<file path="src/ili_pkg.sv">
// Shared constants, request codes and the shift control bundle for the indexed list.
package ili_pkg;

  localparam int DATA_W      = 32;
  localparam int MODE_W      = 3;
  localparam int INDEX_W     = 7;
  localparam int COUNT_W     = 7;
  localparam int CAP_DEFAULT = 64;
  localparam int CAP_MAX     = 1024;
  localparam int POS_W       = $clog2(CAP_MAX + 1);
  localparam int GROUP       = 8;
  localparam int GSEL_W      = $clog2(GROUP);

  localparam logic [MODE_W-1:0] MODE_READ      = 3'd0;
  localparam logic [MODE_W-1:0] MODE_INS_FRONT = 3'd1;
  localparam logic [MODE_W-1:0] MODE_INS_BACK  = 3'd2;
  localparam logic [MODE_W-1:0] MODE_INS_AT    = 3'd3;
  localparam logic [MODE_W-1:0] MODE_DEL_AT    = 3'd4;

  typedef struct packed {
    logic              ins;
    logic              del;
    logic [POS_W-1:0]  pos;
    logic [DATA_W-1:0] value;
  } shift_ctl_t;

endpackage

</file>
<file path="src/ili_cell.sv">
// One storage cell of the list: holds one element and shifts with its neighbors.
module ili_cell #(
  parameter int K = 0
) (
  input  logic                        clk,
  input  ili_pkg::shift_ctl_t         ctl,
  input  logic [ili_pkg::DATA_W-1:0]  left_i,
  input  logic [ili_pkg::DATA_W-1:0]  right_i,
  output logic [ili_pkg::DATA_W-1:0]  value_o
);

  localparam logic [ili_pkg::POS_W-1:0] KP = ili_pkg::POS_W'(K);

  logic [ili_pkg::DATA_W-1:0] value_r;
  logic [ili_pkg::DATA_W-1:0] value_nxt;

  always_comb begin
    value_nxt = value_r;
    if (ctl.ins) begin
      if (KP > ctl.pos) begin
        value_nxt = left_i;
      end else if (KP == ctl.pos) begin
        value_nxt = ctl.value;
      end
    end else if (ctl.del && (KP >= ctl.pos)) begin
      value_nxt = right_i;
    end
  end

  always_ff @(posedge clk) begin
    value_r <= value_nxt;
  end

  assign value_o = value_r;

endmodule

</file>
<file path="config.mk">
export PLATFORM = sky130hd
export DESIGN_NAME = ili_cell
export DESIGN_NICKNAME = d
export VERILOG_FILES = /design/src/ili_pkg.sv /design/src/ili_cell.sv
export SDC_FILE = /design/constraint.sdc
export NUM_CORES = 1
export LEC_CHECK = 0
export ABC_AREA = 1
export BUFFER_PORTS_ARGS = -buffer_cell sky130_fd_sc_hd__buf_2
export CAP_MARGIN = 20
export CORE_ASPECT_RATIO = 1.75
export CORE_MARGIN = 4
export CORE_UTILIZATION = 36
export DETAILED_ROUTE_END_ITERATION = 7
export HOLD_SLACK_MARGIN = 0.02
export PLACE_DENSITY = 0.74
export SLEW_MARGIN = 10
export SYNTH_ARGS = -nofsm -noshare
export SYNTH_HDL_FRONTEND = slang
export SYNTH_SLANG_ARGS = --single-unit
</file>
<file path="constraint.sdc">
create_clock -name clk -period 2.17 [get_ports clk]
set_clock_uncertainty 0.2 [all_clocks]
set_input_delay 0 -clock clk [delete_from_list [all_inputs] [get_ports clk]]
set_output_delay 0 -clock clk [all_outputs]
set_load 0.1 [all_outputs]
</file>
; Yosys cells after proc, flatten, opt, wreduce, memory -nomap -nowiden
; Cells that the tools add are included.
[totals]
output_inout_bits = 32
in_bits = 110
ff_bits = 32
wordCells = 12
ram_bits = 0
mem_count = 0
rom_bits = 0
latch_bits = 0
[op_classes]
bitwise_logic = 0
div = 0
n_mul = 0
add_sub_neg = 0
n_eq_ne = 1
mux = 4
order_cmp = 2
shift = 0
n_reduce_logical = 4
[op_table]
columns = operator, count
row1 = $mux W32, 4
row2 = $ge A1 B11 Y1 const A, 1
row3 = $gt A1 B11 Y1 const A, 1
row4 = $logic_not A11 Y1, 1
row5 = $ne A3 B1 Y1 const B, 1
row6 = $reduce_and A2 Y1, 1
row7 = $reduce_bool A2 Y1, 1
row8 = $logic_and A1 B1 Y1, 1

; Longest topological paths before layout
[depth]
ltp_word = 4
mapped_depth = 5
ltp_nobuf = 5

; Worst setup path after synthesis
; Ideal clock, no wire load.
[synth_path]
path_type = input to register
from = in ctl[44] (netlist name)
to = reg value_r (netlist bit value_o[0]), enable pin
t_arrival_ns = 1.644
setup_ns = 0.422
setup_slack_ns = -0.096
n_path_buf = 1
stages = 4
required_ns = 1.548
cell_sequence = buf_6 > or2_1 > nand3_1 > nor2_1
[synth_via]
elab_chain_len = 2
[synth_lines]
columns = element, line
row1 = "start, declared", ili_cell.sv:6  ; input ili_pkg::shift_ctl_t ctl,
row2 = $ne A3 B1 Y1 (no line) / $reduce_bool A2 Y1 (equally long branches), --
row3 = $reduce_and A2 Y1 (no line) (*), --
row4 = "end signal, assigned", ili_cell.sv:31  ; value_r <= value_nxt;
row5 = "end, declared", ili_cell.sv:14  ; logic [ili_pkg::DATA_W-1:0] value_r;
; Every way passes the cells marked *; elsewhere a longest branch is shown, timed or not.
; A chain may end at the register's enable or synchronous reset.

; Worst setup path in the final report
[layout_path]
from = in ctl[44] (netlist name)
to = reg value_r (netlist bit value_o[9]), data pin
[layout_via]
elab_chain_len = 1
[layout_lines]
columns = element, line
row1 = $mux W32, ili_cell.sv:19  ; if (ctl.ins) begin
row2 = net value_nxt (one bit), ili_cell.sv:15  ; logic [ili_pkg::DATA_W-1:0] value_nxt;
; The timed path passes the listed nets, and every way through them passes these cells.

==> metrics.csv <==
metric,value,unit
area grow syn2layout,70.5,%
number of port buffers,109,
PD cells,464,mW/mm^2
max FFs per register,32,
worst endpoint required time,1.99,ns
Int Power,1.09,mW
Peak VDD IR,0.369,mV
Worst setup SP type,input pin,
Filler Cells Inserted,395,
Layout Nets,439,
area taken by multi-input logic gates,713,um^2
Clock Path Buffers,2,
power share of the combinational group,0.227,
row cnt,33,
crit path max-delay cell type,dlygate4sd3_1,
H-tree depth,2,
HPWL after DPL,3250,um
metal1 wirelength,1480,um
RSZ-0062 raised after global routing,no,
Max Fclk,579,MHz
WL final,4890,um
period utilization,0.796,
Synth top area share,0.536,
Total Power,1.42,mW
count of cell types in the netlist,12,
Final Hold Fails,0,
Sequential cell area,961,um^2
Max-cap violations,0,
Routability Congestion,0.668,
vias per inst,4.40,
antenna violations before repair,0,
count of final setup violators,0,
Die Wd,61.4,um
hold endpoint,value_o[17],
critical path type,input pin to register,
total number of vias,1678,
Mapped Nets,263,
sequential area share after synthesis,0.536,
first-pass GRT wire length,7390,um
CP cell instances,buf_2 > buf_4 > inv_8 > nand2_4 > nand2_2 > dlygate4sd3_1,
Iter 0 DRT Violations,21,
outcome,finished clean,
CTS buffer count,5,
Root Driver,clkbuf_8,
Gate Count Post-Synth,153,
Worst Path Arrival,1.55,ns
ranking of synthesized cells by area,"edfxtp_1 54%, nand2_4 19%, nand2_2 10%",
Post-CTS Setup Bufs,0,
Final Max Slew Viols,0,
Net Sw Power,0.327,mW
Die Area,0.00622,mm^2
Yosys top cell by area,edfxtp_1,
cell area after synthesis,0.00179,mm^2
core area,0.00475,mm^2
GRT Total Usage,0.160,
Yosys warning total,0,
"Max FO, Critical Path",32,
leak pwr,1.52,nW
synthesized flop and latch total,32,
starting density of the core,0.378,
Worst-path clk slew,0.07,ns
share of layout cells above drive strength 1,0.547,
# DRC,0,
worst slew pin tran,0.512,ns
Final min period,1.73,ns
largest net degree at the start of global routing,33,
CP peak stage delay,0.56,ns
"Avg Cell Area, Syn",11.7,um^2
IO Pins,142,
sw frac,0.230,
vias in the first global route,1772,
Min-Delay Startpoint,ctl[42],
clk sink count,32,
Flop pwr share,0.482,
Antenna Cells,0,
slew margin rel.,0.661,
Hold Path Stages,5,
DR WL met3,276,um
highest routed layer,met4,
Hold Crit Class,input pin to register,
ANT nets after route,0,
type of destination of the critical path,register,
Setup TNS Final,0,ns
CTS tree,yes,
met2 WL,3030,um
TritonRoute pass-1 iters,4,
clock power share,0.291,
WL per Instance,12.8,um
GRT overflow,0,
Die H,101,um
-- worst max-delay path by stage --
| stage | from | endpoint | slack [ns] | depth (start not counted) |
|---|---|---|---|---|
| 2_1_floorplan | ctl[44] | value_o[0] | 0.42 | 4 |
| 3_3_place_gp | ctl[44] | value_o[14] | 0.68 | 5 |
| 3_5_place_dp | ctl[44] | value_o[12] | 0.67 | 5 |
| 4_1_cts | ctl[44] | value_o[0] | 0.44 | 6 |
| 5_1_grt | ctl[44] | value_o[9] | 0.38 | 6 |
| 6_report | ctl[44] | value_o[9] | 0.44 | 6 |
-- worst max-delay path: cells and delay by family --
family / cells / cell delay [ns]
buffers and inverters: 4 / 1.39
AND/OR/NAND/NOR: 2 / 0.14
-- layout by cell type, fill, tap and decap left out --
cell type	count
buf_2	109
nand2_1	40
buf_4	3
nand2_2	30
or2_1	1
nand2_4	30
clkbuf_8	5
nor2_1	4
inv_1	6
clkinv_2	1
clkbuf_1	1
dlygate4sd3_1	64
nor2_4	1
nand3_1	1
edfxtp_1	32
inv_8	1
-- power by group through the flow --
stage | clock network, mW | registers, mW | logic (mW)
after floorplan | 0 | 0.701 | 0.126
after global placement | 0 | 0.698 | 0.201
after detailed placement | 0 | 0.698 | 0.209
after CTS | 0.438 | 0.685 | 0.317
after global routing | 0.460 | 0.684 | 0.350
final | 0.414 | 0.685 | 0.322
-- stage by stage --
step	hold WS [ns]	std cells	utilization	instance area (um^2)	worst slack, ns
4_1_cts	0.154	381	0.644	3060	0.440
5_1_grt	0.185	381	0.644	3060	0.376
2_1_floorplan	-0.0328	153	-	1800	0.417
6_report	0.154	381	0.644	3060	0.442
3_5_place_dp	0.0792	310	0.493	2340	0.673
3_3_place_gp	0.0716	310	0.493	2340	0.677
-- routing by layer --
layer / global-route usage / vias up
met3: 0.0268 / 6
li1: - / 829
met1: 0.135 / 785
met4: 0.0654 / 0
met5: 0 / -
met2: 0.333 / 58
-- what timing repair did --
action | in CTS | in global routing
endpoints found under the hold margin | 32 | 0
hold buffers | 64 | 0
gates resized for setup | 0 | 0
-- Yosys cell counts --
| library cell | n |
|---|---|
| buf_6 | 1 |
| edfxtp_1 | 32 |
| nand2_4 | 30 |
| nand2_1 | 40 |
| nand2_2 | 30 |
| buf_4 | 3 |
| inv_8 | 1 |
| buf_12 | 3 |
| nor2_1 | 5 |
| inv_1 | 6 |
| or2_1 | 1 |
| nand3_1 | 1 |
-- cell type report --
type / instances / share of cell area
inverters: 7 / 0.0110
multi-input cells: 107 / 0.233
clock buffers: 6 / 0.0237
repair buffers: 176 / 0.395
clock inverters: 1 / 0.00164
flip-flops and latches: 32 / 0.314
well taps: 52 / 0.0213
-- cell families after synthesis --
kind of cell	count (synthesis)	share of synthesized area
DFF	32	0.536
and+or+nand+nor	107	0.393
buffers and inverters	14	0.0711
Power figures use the tool's default switching activity.
